===== src/design/rgb_crp_pkg.sv =====
// Package for the rgb colour reply parser: item types and prefix characters.
package rgb_crp_pkg;

	// One byte of reply text and its end marker.
	typedef struct packed {
		logic [7:0] reply_byte;
		logic       last_byte;
	} req_item_t;

	// Parsed colour and its status.
	typedef struct packed {
		logic [23:0] color_word;
		logic        parse_ok;
	} rsp_item_t;

	localparam logic [7:0] PREFIX_R     = 8'h72; // 'r'
	localparam logic [7:0] PREFIX_G     = 8'h67; // 'g'
	localparam logic [7:0] PREFIX_B     = 8'h62; // 'b'
	localparam logic [7:0] PREFIX_COLON = 8'h3A; // ':'
	localparam logic [7:0] FIELD_SEP    = 8'h2F; // '/'
	localparam logic [7:0] TEXT_END     = 8'h00;

endpackage


===== src/design/rgb_color_reply_parser.sv =====
// Top level of the rgb colour reply parser: byte input stage, parse logic, result register.
//
//  channel | direction | handshake            | payload
//  --------+-----------+----------------------+-------------------------------------
//  req     | in        | req_valid/req_stall  | req_item : reply_byte, last_byte
//  rsp     | out       | rsp_valid/rsp_stall  | rsp_item : color_word, parse_ok
//
// One byte item is taken every cycle while req_stall is low. An item waits in the
// input register, then the parse state is updated from it; a last byte also loads
// the result register from the input register, unless a held result stalls that
// last byte there.
// Reset (arst_n low) returns the parser to the prefix search and empties both
// registers. A result held by rsp_stall does not block bytes that are not
// last; only a second last byte waits in the input register, and req_stall
// rises while it does.
module rgb_color_reply_parser #(
	parameter int MAX_DIGITS = 4
) (
	input  logic                   clk,
	input  logic                   arst_n,
	input  logic                   req_valid,
	output logic                   req_stall,
	input  rgb_crp_pkg::req_item_t req_item,
	output logic                   rsp_valid,
	input  logic                   rsp_stall,
	output rgb_crp_pkg::rsp_item_t rsp_item
);

	localparam int CntW = $clog2(MAX_DIGITS + 1);

	typedef enum logic [2:0] {
		PH_SEARCH = 3'd0,
		PH_RED    = 3'd1,
		PH_GREEN  = 3'd2,
		PH_BLUE   = 3'd3,
		PH_DONE   = 3'd4,
		PH_FAIL   = 3'd5
	} phase_t;

	// hex digit decode: bit 4 flags a valid digit
	function automatic logic [4:0] hex_decode(input logic [7:0] c);
		logic [4:0] r;
		r = 5'd0;
		if (c >= 8'h30 && c <= 8'h39)
			r = {1'b1, 4'(c - 8'h30)};
		else if (c >= 8'h61 && c <= 8'h66)
			r = {1'b1, 4'(c - 8'h57)};
		else if (c >= 8'h41 && c <= 8'h46)
			r = {1'b1, 4'(c - 8'h37)};
		return r;
	endfunction

	// input register
	logic                   valid_s1;
	rgb_crp_pkg::req_item_t item_s1;

	// parse state
	phase_t            phase_q;
	logic [1:0]        matched_q;
	logic [CntW-1:0]   count_q;
	logic [7:0]        top_q;
	logic [7:0]        red_q;
	logic [7:0]        green_q;
	logic              ended_q;

	// next state
	phase_t            phase_d;
	logic [1:0]        matched_d;
	logic [CntW-1:0]   count_d;
	logic [7:0]        top_d;
	logic [7:0]        red_d;
	logic [7:0]        green_d;
	logic              ended_d;
	logic              ok_d;
	logic [4:0]        hex;

	logic advance;

	// a last byte can only move on when the result register is free
	assign advance   = valid_s1 && !(item_s1.last_byte && rsp_valid && rsp_stall);
	assign req_stall = valid_s1 && !advance;

	always_comb begin
		logic [7:0] c;
		logic [7:0] want;
		c         = item_s1.reply_byte;
		phase_d   = phase_q;
		matched_d = matched_q;
		count_d   = count_q;
		top_d     = top_q;
		red_d     = red_q;
		green_d   = green_q;
		ended_d   = ended_q;
		hex       = hex_decode(c);
		unique case (matched_q)
			2'd0: want = rgb_crp_pkg::PREFIX_R;
			2'd1: want = rgb_crp_pkg::PREFIX_G;
			2'd2: want = rgb_crp_pkg::PREFIX_B;
			2'd3: want = rgb_crp_pkg::PREFIX_COLON;
			default: want = rgb_crp_pkg::PREFIX_R;
		endcase
		if (!ended_q) begin
			if (c == rgb_crp_pkg::TEXT_END) begin
				ended_d = 1'b1;
			end else if (phase_q == PH_SEARCH) begin
				if (c == want) begin
					if (matched_q == 2'd3) begin
						matched_d = 2'd0;
						phase_d   = PH_RED;
						count_d   = '0;
						top_d     = 8'd0;
					end else begin
						matched_d = matched_q + 2'd1;
					end
				end else begin
					// the prefix does not overlap itself; only 'r' restarts it
					matched_d = (c == rgb_crp_pkg::PREFIX_R) ? 2'd1 : 2'd0;
				end
			end else if (phase_q == PH_RED || phase_q == PH_GREEN || phase_q == PH_BLUE) begin
				if (hex[4]) begin
					if (count_q >= CntW'(MAX_DIGITS)) begin
						phase_d = PH_FAIL;
					end else begin
						if (count_q == '0)
							top_d = {hex[3:0], 4'd0};
						else if (count_q == CntW'(1))
							top_d = {top_q[7:4], hex[3:0]};
						count_d = count_q + CntW'(1);
					end
				end else if (count_q == '0) begin
					phase_d = PH_FAIL;
				end else if (phase_q == PH_BLUE) begin
					phase_d = PH_DONE;
				end else if (c != rgb_crp_pkg::FIELD_SEP) begin
					phase_d = PH_FAIL;
				end else begin
					if (phase_q == PH_RED) begin
						red_d   = top_q;
						phase_d = PH_GREEN;
					end else begin
						green_d = top_q;
						phase_d = PH_BLUE;
					end
					count_d = '0;
					top_d   = 8'd0;
				end
			end
		end
		ok_d = (phase_d == PH_DONE) || (phase_d == PH_BLUE && count_d != '0);
	end

	always_ff @(posedge clk or negedge arst_n) begin
		if (!arst_n) begin
			valid_s1  <= 1'b0;
			item_s1   <= '0;
			rsp_valid <= 1'b0;
			rsp_item  <= '0;
			phase_q   <= PH_SEARCH;
			matched_q <= 2'd0;
			count_q   <= '0;
			top_q     <= 8'd0;
			red_q     <= 8'd0;
			green_q   <= 8'd0;
			ended_q   <= 1'b0;
		end else begin
			if (req_valid && !req_stall) begin
				valid_s1 <= 1'b1;
				item_s1  <= req_item;
			end else if (advance) begin
				valid_s1 <= 1'b0;
			end

			if (advance && item_s1.last_byte) begin
				rsp_valid           <= 1'b1;
				rsp_item.parse_ok   <= ok_d;
				rsp_item.color_word <= ok_d ? {red_d, green_d, top_d} : 24'd0;
				// back to the prefix search for the next reply
				phase_q   <= PH_SEARCH;
				matched_q <= 2'd0;
				count_q   <= '0;
				top_q     <= 8'd0;
				red_q     <= 8'd0;
				green_q   <= 8'd0;
				ended_q   <= 1'b0;
			end else begin
				if (!rsp_stall)
					rsp_valid <= 1'b0;
				if (advance) begin
					phase_q   <= phase_d;
					matched_q <= matched_d;
					count_q   <= count_d;
					top_q     <= top_d;
					red_q     <= red_d;
					green_q   <= green_d;
					ended_q   <= ended_d;
				end
			end
		end
	end

endmodule


===== config.mk =====
export PLATFORM = sky130hd
export DESIGN_NAME = rgb_color_reply_parser
export DESIGN_NICKNAME = d
export VERILOG_FILES = /design/src/design/rgb_crp_pkg.sv /design/src/design/rgb_color_reply_parser.sv
export SDC_FILE = /design/constraint.sdc
export NUM_CORES = 1
export LEC_CHECK = 0
export BUFFER_PORTS_ARGS = -buffer_cell sky130_fd_sc_hd__buf_2
export CORE_ASPECT_RATIO = 1.2
export CORE_UTILIZATION = 40
export DETAILED_ROUTE_END_ITERATION = 7
export GPL_ROUTABILITY_DRIVEN = 0
export PLACE_DENSITY_LB_ADDON = 0.05
export SLEW_MARGIN = 20
export SYNTH_ARGS = -nofsm -noshare
export SYNTH_HDL_FRONTEND = slang
export SYNTH_SLANG_ARGS = --single-unit

===== constraint.sdc =====
create_clock -name clk -period 6.3 [get_ports clk]
set_input_delay 1.26 -clock clk [delete_from_list [all_inputs] [get_ports clk]]
set_output_delay 1.26 -clock clk [all_outputs]
set_load 0.05 [all_outputs]

==> results.cfg, run 1 <==
[run_status]
status = completed

[critical_path]
worstSetupPathType = register to register
crit_family = simple AND/OR/NAND/NOR gates
path_cells = inv_1 > ha_1 > nor3b_1 > a211oi_1 > nand4_1 > nor2_1 > a22oi_1 > o21ai_0
arrival_ns = 4.03
worstPathRequired_ns = 6.54
crit_path_start_kind = register
crit_path_max_fanout = 17
cp-end-kind = register
crit_buf_inv = 1
critical-path-slowest-cell = nand4_1
crit_path_max_incr_delay_ns = 0.90

[synth]
ys_warn_count = 0
async_flop_share = 1.000
netlist_area_um2 = 4044
synth_edf_count = 0
synth_nets = 450
synth_seq_cells = 69
synth.area.top_cells = dfrtp_1 (43%), a21oi_1 (4.6%), a21oi_2 (4.5%), o21ai_0 (4.3%), mux2i_1 (4.2%)
syn_inst = 426
seq_area_frac_synth = 0.4270
synth_top_area_frac = 0.4270
synth_top_cell_by_area = dfrtp_1
synthDistinctLibCells = 62
synthFlopType = dfrtp_1
synth_area_per_cell_um2 = 9.493

[run]
maxCapViolCount = 0

[sta]
period_minus_slack_ns = 3.788
skew_ns = 0.003863
rsz0062_at_grt = false
fmax_mhz = 264.0
worstMarginPinSlew_ns = 0.9878
hold_viol = 0
setup_viol_count_final = 0
relSlewSlack = 0.3400
drv_slew = 0
finalCritPeriodShare = 0.6013
fin_tns_setup_ns = 0

[clocking]
clkSlewWorstSetupHoldPaths_ns = 0.05
insertion_delay_ns = 0.33
clock_sinks = 69
post-cts-setup-buffer-count = 0
ctsHoldBuffers = 0
root_buffer = clkbuf_16
cts_buffer_depth = 2
cts_resized = 0
cts_inserted_buffers = 9
htree_levels = 3
cts_tree = built

[hold_path]
hold_path_class = register to register

[floorplanning]
start_util = 0.4185
die_area_um2 = 10520
ioPinCount = 40
rows = 39
fp.dieH_um = 112.1
die_w_um = 93.79
core_um2 = 9662

[route]
first_pass_iters = 4
routedWlPerCell_um = 17.99
vias_per_cell = 5.790
drc_errors = 0
ant_nets = 0
wl_um = 10530
drtIter0Drc = 182
vias = 3387

[layout]
drive_gt1_frac = 0.2273
fin_cells = 585
register_area_um2 = 1727
layout_commonest_cell = dfrtp_1
multi_input_area_um2 = 2178
syn2layout_area_growth_pct = 13.34
final_cell_mix = dfrtp_1 (69), nand2_1 (41), buf_2 (39), a21oi_1 (37), o21ai_0 (35)
fillerInstances = 955
final_nets = 481
diodes = 0

[placed_design]
io_buffer_count = 39
dp_cells = 569
hpwl_um = 7162

[global_route]
grt.overflow.total = 0
first_global_vias = 3382
track_usage = 0.2165
grt_max_degree = 70
antenna_found_initial = 0
grt_pass1_wl_um = 17390

[power_and_ir_drop]
power_leakage_uw = 0.002020
cellPowerDensity_nw_per_um2 = 258.4
finalPower_uw = 1184
ir_worst_vdd_uv = 136.3
final cells by class:
| cell class | count | area share |
|---|---|---|
| multi-input combinational | 322 | 0.4753 |
| timing repair buffer | 43 | 0.04914 |
| clock inverter | 2 | 0.002184 |
| tap | 123 | 0.03358 |
| inverter | 12 | 0.009828 |
| sequential | 69 | 0.3767 |
| clock buffer | 14 | 0.05324 |
layer usage:
metal / vias up / global-route usage / part of all wire
li1: 1632 / - / -
met1: 1680 / 0.2818 / 0.44
met2: 56 / 0.3562 / 0.50
met3: 19 / 0.03320 / 0.031
met4: 0 / 0.09128 / 0.025
met5: - / 0 / 0
power by group:
part	switching, uW	internal [uW]
clock	178	265
combinational	157	72.5
sequential	47.8	463
total	383	801
cell families after synthesis:
kind of cell	Yosys count	share of synthesized area
and+or+nand+nor	126	0.1624
muxes	30	0.07828
buffers and inverters	35	0.03682
adders and majority gates	11	0.03403
DFF	69	0.4270
xor gates and xnor gates	2	0.004332
AOI/OAI and AO/OA	153	0.2571
per-stage QoR:
step | utilization | area, um^2 | hold slack [ns] | setup slack, ns
2_1_floorplan | - | 4044 | 0.4715 | 3.303
6_report | 0.4744 | 4583 | 0.5045 | 2.512
3_3_place_gp | 0.4478 | 4327 | 0.4855 | 2.584
3_5_place_dp | 0.4478 | 4327 | 0.4994 | 2.520
4_1_cts | 0.4741 | 4581 | 0.5119 | 2.522
5_1_grt | 0.4744 | 4583 | 0.5460 | 2.132
path summary, 6_finish.rpt:
kind	from	to	slack, ns	cells after the start
max	item_s1[1]	red_q[2]	2.51	8
min	red_q[6]	red_q[6]	0.50	2
max reg2reg	item_s1[1]	red_q[2]	2.51	8
min reg2reg	red_q[6]	red_q[6]	0.50	2
max in group asynchronous	arst_n	rsp_item[6]	4.56	2
min in group asynchronous	arst_n	item_s1[6]	1.12	2
registers in the layout (all words and copies together), names as in the netlist:
signal	count
rsp_item	25
phase_q	3
matched_q	2
red_q	8
valid_s1	1
green_q	8
top_q	8
count_q	3
ended_q	1
item_s1	9
rsp_valid	1
worst register-to-register path, cell delays in order (launching register included):
cell,delay [ns]
dfrtp_1,0.47
inv_1,0.12
ha_1,0.20
nor3b_1,0.17
a211oi_1,0.77
nand4_1,0.90
nor2_1,0.76
a22oi_1,0.13
o21ai_0,0.18
cell usage after synthesis (all sizes together), types with 3 or more instances:
| cell | instances |
|---|---|
| nand4 | 4 |
| o21ai | 37 |
| nand2 | 41 |
| a22oi | 18 |
| a31oi | 10 |
| mux2i | 17 |
| ha | 11 |
| a21o | 3 |
| buf | 5 |
| a21oi | 58 |
| o31ai | 4 |
| clkbuf | 18 |
| nor4b | 3 |
| mux2 | 13 |
| nand4bb | 3 |
| dfrtp | 69 |
| nor3b | 3 |
| nand3 | 6 |
| inv | 12 |
| nor4 | 4 |
| nor2 | 33 |
| nand2b | 4 |
| nor3 | 8 |
| a22o | 4 |
| a211oi | 3 |
Power figures use the tool's default switching activity.
==> run 2, diff against run 1 <==
==> constraint.sdc (replaced) <==
create_clock -name clk -period 3.5 [get_ports clk]
set_input_delay 0.7 -clock clk [delete_from_list [all_inputs] [get_ports clk]]
set_output_delay 0.7 -clock clk [all_outputs]
set_load 0.05 [all_outputs]
==> run 2 against run 1 <==
Effect of this change:
- critical path depth rose by 2
- highest routed layer unchanged
- critical endpoint is now rsp_item[6]
- clock-buffer cell count fell by 4
- fmax rose by 21%
- clock skew rose by 0.0057 ns
- worst setup slack got worse by 2.1 ns
- sequential power rose by 79%
==> results.cfg, run 2 (synthesis results as in run 1) <==
[sta]
fmax_mhz = 320.2
finalCritPeriodShare = 0.8922
setup_viol_count_final = 0
skew_ns = 0.009591
drv_slew = 0
worstMarginPinSlew_ns = 0.7789
rsz0062_at_grt = false
relSlewSlack = 0.4753
fin_tns_setup_ns = 0
period_minus_slack_ns = 3.123
hold_viol = 0

[layout]
layout_commonest_cell = dfrtp_1
fin_cells = 598
final_nets = 494
drive_gt1_frac = 0.2547
largest_reg_flops = 25
fillerInstances = 958
regMostFlops = rsp_item
finish.instance_area_um2 = 4777
top_regs = rsp_item (25), item_s1 (9)
diodes = 0
final_cell_mix = dfrtp_1 (69), nand2_1 (41), buf_2 (39), a21oi_1 (37), o21ai_0 (35)
syn2layout_area_growth_pct = 18.13

[power_and_ir_drop]
cellPowerDensity_nw_per_um2 = 506.2
power_leakage_uw = 0.002126
ir_worst_vdd_uv = 321.0

[placed_design]
dp_cells = 582
hpwl_um = 7739
place_area_um2 = 4437
io_buffer_count = 39

[clocking]
htree_levels = 3
insertion_delay_ns = 0.34
cts_inserted_buffers = 9
clock_sinks = 69
cts_resized = 0
root_buffer = clkbuf_16
ctsHoldBuffers = 0
clkSlewWorstSetupHoldPaths_ns = 0.06
cts_buffer_depth = 2
post-cts-setup-buffer-count = 0
cts_tree = built

[critical_path]
arrival_ns = 3.33
path_cells = inv_1 > ha_1 > nor3b_1 > a211oi_1 > a22oi_1 > a21oi_1 > o21ai_1 > o31ai_4 > buf_12 > a21oi_1
worstSetupPathType = register to register
r2r_cells = 10
cp_common_cell = a21oi_1
cp-end-kind = register
crit_path_max_fanout = 25
critical-path-slowest-cell = a211oi_1
worstPathRequired_ns = 3.71
crit_path_max_incr_delay_ns = 0.62
crit_path_start_kind = register

[floorplanning]
die_w_um = 93.79
core_um2 = 9662
rows = 39
die_area_um2 = 10520
fp.dieH_um = 112.1
start_util = 0.4185
ioPinCount = 40

[route]
wl_um = 10910
routedWlPerCell_um = 18.24
vias_per_cell = 5.709
ant_nets = 0
first_pass_iters = 5
drc_errors = 0
drtIter0Drc = 131
vias = 3414

[global_route]
grt_max_degree = 28
antenna_found_initial = 0
grt.overflow.total = 0
track_usage = 0.2227
first_global_vias = 3377
grt_pass1_wl_um = 17670

[run_status]
status = completed

[run]
maxCapViolCount = 0

[hold_path]
hold_path_class = primary input to async pin
==> run 2: changes by cell type in the layout (fill, tap and decap cells not counted), sizes merged <==
| cell | change |
|---|---|
| buf | +13 |
| clkbuf | -4 |
| bufinv | +3 |
| clkinvlp | +1 |
==> run 2: worst paths after layout <==
path | start | endpoint | slack, ns
max | item_s1[1] | rsp_item[6] | 0.38
min | arst_n | item_s1[6] | 0.38
max reg2reg | item_s1[1] | rsp_item[6] | 0.38
min reg2reg | green_q[2] | green_q[2] | 0.51
max in group asynchronous | arst_n | red_q[3] | 2.35
min in group clk | green_q[2] | green_q[2] | 0.51
==> run 2: final cells by class <==
cell class	count	area (um^2)	area share
inverters	12	45.04	0.009429
repair buffers	56	335.3	0.07019
clock buffers	10	229.0	0.04793
flip-flops and latches	69	1727	0.3614
multi-input cells	322	2176	0.4555
clock inverters	6	111.4	0.02331
well taps	123	153.9	0.03222
==> run 2: routing by layer <==
layer,track usage,part of all wire,vias to the layer above
li1,-,-,1659
met1,0.2907,0.45,1672
met2,0.3659,0.50,66
met3,0.02575,0.027,17
met4,0.1046,0.024,0
met5,0,0,-
==> run 2: stage by stage <==
step	worst slack [ns]	hold WS (ns)	total power, uW	util
after floorplan	0.7371	0.4044	1217	-
after global placement	0.5334	0.4858	1381	0.4592
after detailed placement	0.4972	0.4966	1383	0.4592
after CTS	0.4710	0.4145	2438	0.4944
after global routing	0.08780	0.4421	2520	0.4944
final	0.3772	0.3812	2418	0.4944
==> run 2: worst max-delay path, delay by kind of cell (launching register included) <==
family | cells | cell delay (ns)
compound gates | 6 | 1.76
simple gates | 1 | 0.16
flops | 1 | 0.49
buf+inv | 2 | 0.38
fa+ha+maj | 1 | 0.20
==> run 2: report_power, final <==
group	switching (uW)	internal, uW	total, uW
Sequential	82.4	833	916
Clock	349	696	1050
Combinational	302	156	458
Total	733	1680	2420
==> run 3, diff against run 2 <==
==> constraint.sdc (replaced) <==
create_clock -name clk -period 3.5 [get_ports clk]
set_input_delay 0.7 -clock clk [delete_from_list [all_inputs] [get_ports clk]]
set_output_delay 0.7 -clock clk [all_outputs]
set_load 0.005 [all_outputs]
==> run 3 against run 2 <==
Effect of this change:
- clock-buffer cell count unchanged
- flip-flop and latch count unchanged
- hold slack better by 0.0058 ns
- cell count up 0.17%
- die area unchanged
- first-iteration DRC count down 9.2%
- combinational power down 4.6%
- via count up 0.88%
- critical path depth unchanged
- largest cell class unchanged
- highest routed layer unchanged
==> results.cfg, run 3 (synthesis results as in run 1) <==
[global_route]
first_global_vias = 3422
grt-busiest-layer = met2
grt_pass1_wl_um = 17770
grtUsageMet1 = 0.2862
grt.met2_usage = 0.3645
antenna_found_initial = 0
use_met3 = 0.03049
track_usage = 0.2204
grt_max_degree = 28
grt.overflow.total = 0

[run_status]
status = completed

[critical_path]
r2r_end = rsp_item[6]
worstSetupPathType = register to register
arrival_ns = 3.29
worstPathRequired_ns = 3.71
rrSetupSlack_ns = 0.42
crit_buf_inv = 2
path_cells = inv_1 > ha_1 > nor3b_1 > a211oi_1 > a22oi_1 > a21oi_1 > o21ai_1 > o31ai_4 > buf_12 > a21oi_1
crit_path_start_kind = register
cp-end-kind = register
r2r_cells = 10
crit_path_max_fanout = 25
crit_family = compound AO/OA/AOI/OAI gates
critical-path-slowest-cell = a211oi_1
crit_path_max_incr_delay_ns = 0.60
cp_common_cell = a21oi_1
r2r_start = item_s1[1]

[power_and_ir_drop]
clockPowerShare = 0.458
cellPowerDensity_nw_per_um2 = 514.5
p_sw_frac = 0.2825
p_comb_frac = 0.176
pwr-share-seq = 0.365
power_leakage_uw = 0.002151
ir_worst_vdd_uv = 304.1
p_sw_uw = 700.2
power.internal_uw = 1778

[sta]
fin_tns_setup_ns = 0
setup_viol_count_final = 0
skew_ns = 0.005769
worstMarginPinSlew_ns = 0.7598
relSlewSlack = 0.4881
hold_viol = 0
rsz0062_at_grt = false
finalCritPeriodShare = 0.8813
drv_slew = 0
fmax_mhz = 324.2
period_minus_slack_ns = 3.084

[clocking]
clkSlewWorstSetupHoldPaths_ns = 0.06
htree_levels = 3
post-cts-setup-buffer-count = 0
cts_buffer_depth = 2
cts_tree = built
clock_sinks = 69
cts_inserted_buffers = 9
root_buffer = clkbuf_16
ctsHoldBuffers = 0
cts_resized = 0
insertion_delay_ns = 0.33

[placed_design]
dp_cells = 583
hpwl_um = 7624
io_buffer_count = 39

[layout]
diodes = 0
layout_commonest_cell = dfrtp_1
syn2layout_area_growth_pct = 19.12
drive_gt1_frac = 0.2584
final_util = 0.4986
fin_cells = 599
top_regs = rsp_item (25), item_s1 (9)
final_nets = 495
largest_reg_flops = 25
regMostFlops = rsp_item
final_cell_mix = dfrtp_1 (69), nand2_1 (41), buf_2 (39), a21oi_1 (37), o21ai_0 (35)

[floorplanning]
core_um2 = 9662
die_w_um = 93.79
fp.dieH_um = 112.1
ioPinCount = 40
rows = 39
start_util = 0.4185
die_area_um2 = 10520

[route]
ant_nets = 0
drtIter0Drc = 119
routedWlPerCell_um = 17.97
vias_per_cell = 5.750
wl_um = 10770
vias = 3444
drc_errors = 0
first_pass_iters = 4

[run]
maxCapViolCount = 0

[hold_path]
hold_path_class = primary input to async pin
[run 3: changes by cell type in the layout (fill, tap and decap cells not counted)]
| cell | delta |
|---|---|
| clkbuf_8 | +1 |
| bufinv_16 | +1 |
| buf_4 | +1 |
| clkbuf_1 | -1 |
| clkinvlp_4 | -1 |
[run 3: layer usage]
layer / part of all wire / vias to the layer above / wire (um)
met5: 0 / - / 0
met3: 0.026 / 19 / 285
met2: 0.50 / 61 / 5387
met1: 0.45 / 1702 / 4891
li1: - / 1662 / -
met4: 0.019 / 0 / 203
[run 3: worst max path at each step]
stage	from	endpoint	slack [ns]	depth (start not counted)
finish	item_s1[1]	rsp_item[6]	0.42	10
global route	item_s1[1]	rsp_item[7]	0.07	10
CTS	item_s1[1]	rsp_item[5]	0.46	10
detailed placement	item_s1[1]	rsp_item[5]	0.51	10
global placement	item_s1[1]	rsp_item[8]	0.53	10
floorplan	matched_q[0]	rsp_item[0]	0.74	9
[run 3: cell type report]
cell class / instances / area [um^2]
sequential: 69 / 1727
timing repair buffer: 57 / 342.8
inverter: 12 / 45.04
clock inverter: 6 / 133.9
fill: 937 / 4845
multi-input combinational: 322 / 2176
clock buffer: 10 / 239.0
tap: 123 / 153.9
[run 3: metrics by stage]
step,worst slack [ns],hold slack [ns],power [uW],cell area [um^2]
after floorplan,0.7371,0.4044,1186,4044
after global placement,0.5311,0.4855,1352,4444
after detailed placement,0.5093,0.4975,1350,4444
after CTS,0.4588,0.4085,2497,4817
after global routing,0.06815,0.4451,2584,4817
final,0.4155,0.3870,2478,4817
[run 3: power by group through the flow]
stage | sequential [uW] | clock [uW] | combinational, uW
after global placement | 917 | 0 | 434
after CTS | 903 | 1160 | 435
after global routing | 912 | 1190 | 482
final | 906 | 1140 | 437
after floorplan | 879 | 0 | 307
after detailed placement | 917 | 0 | 433
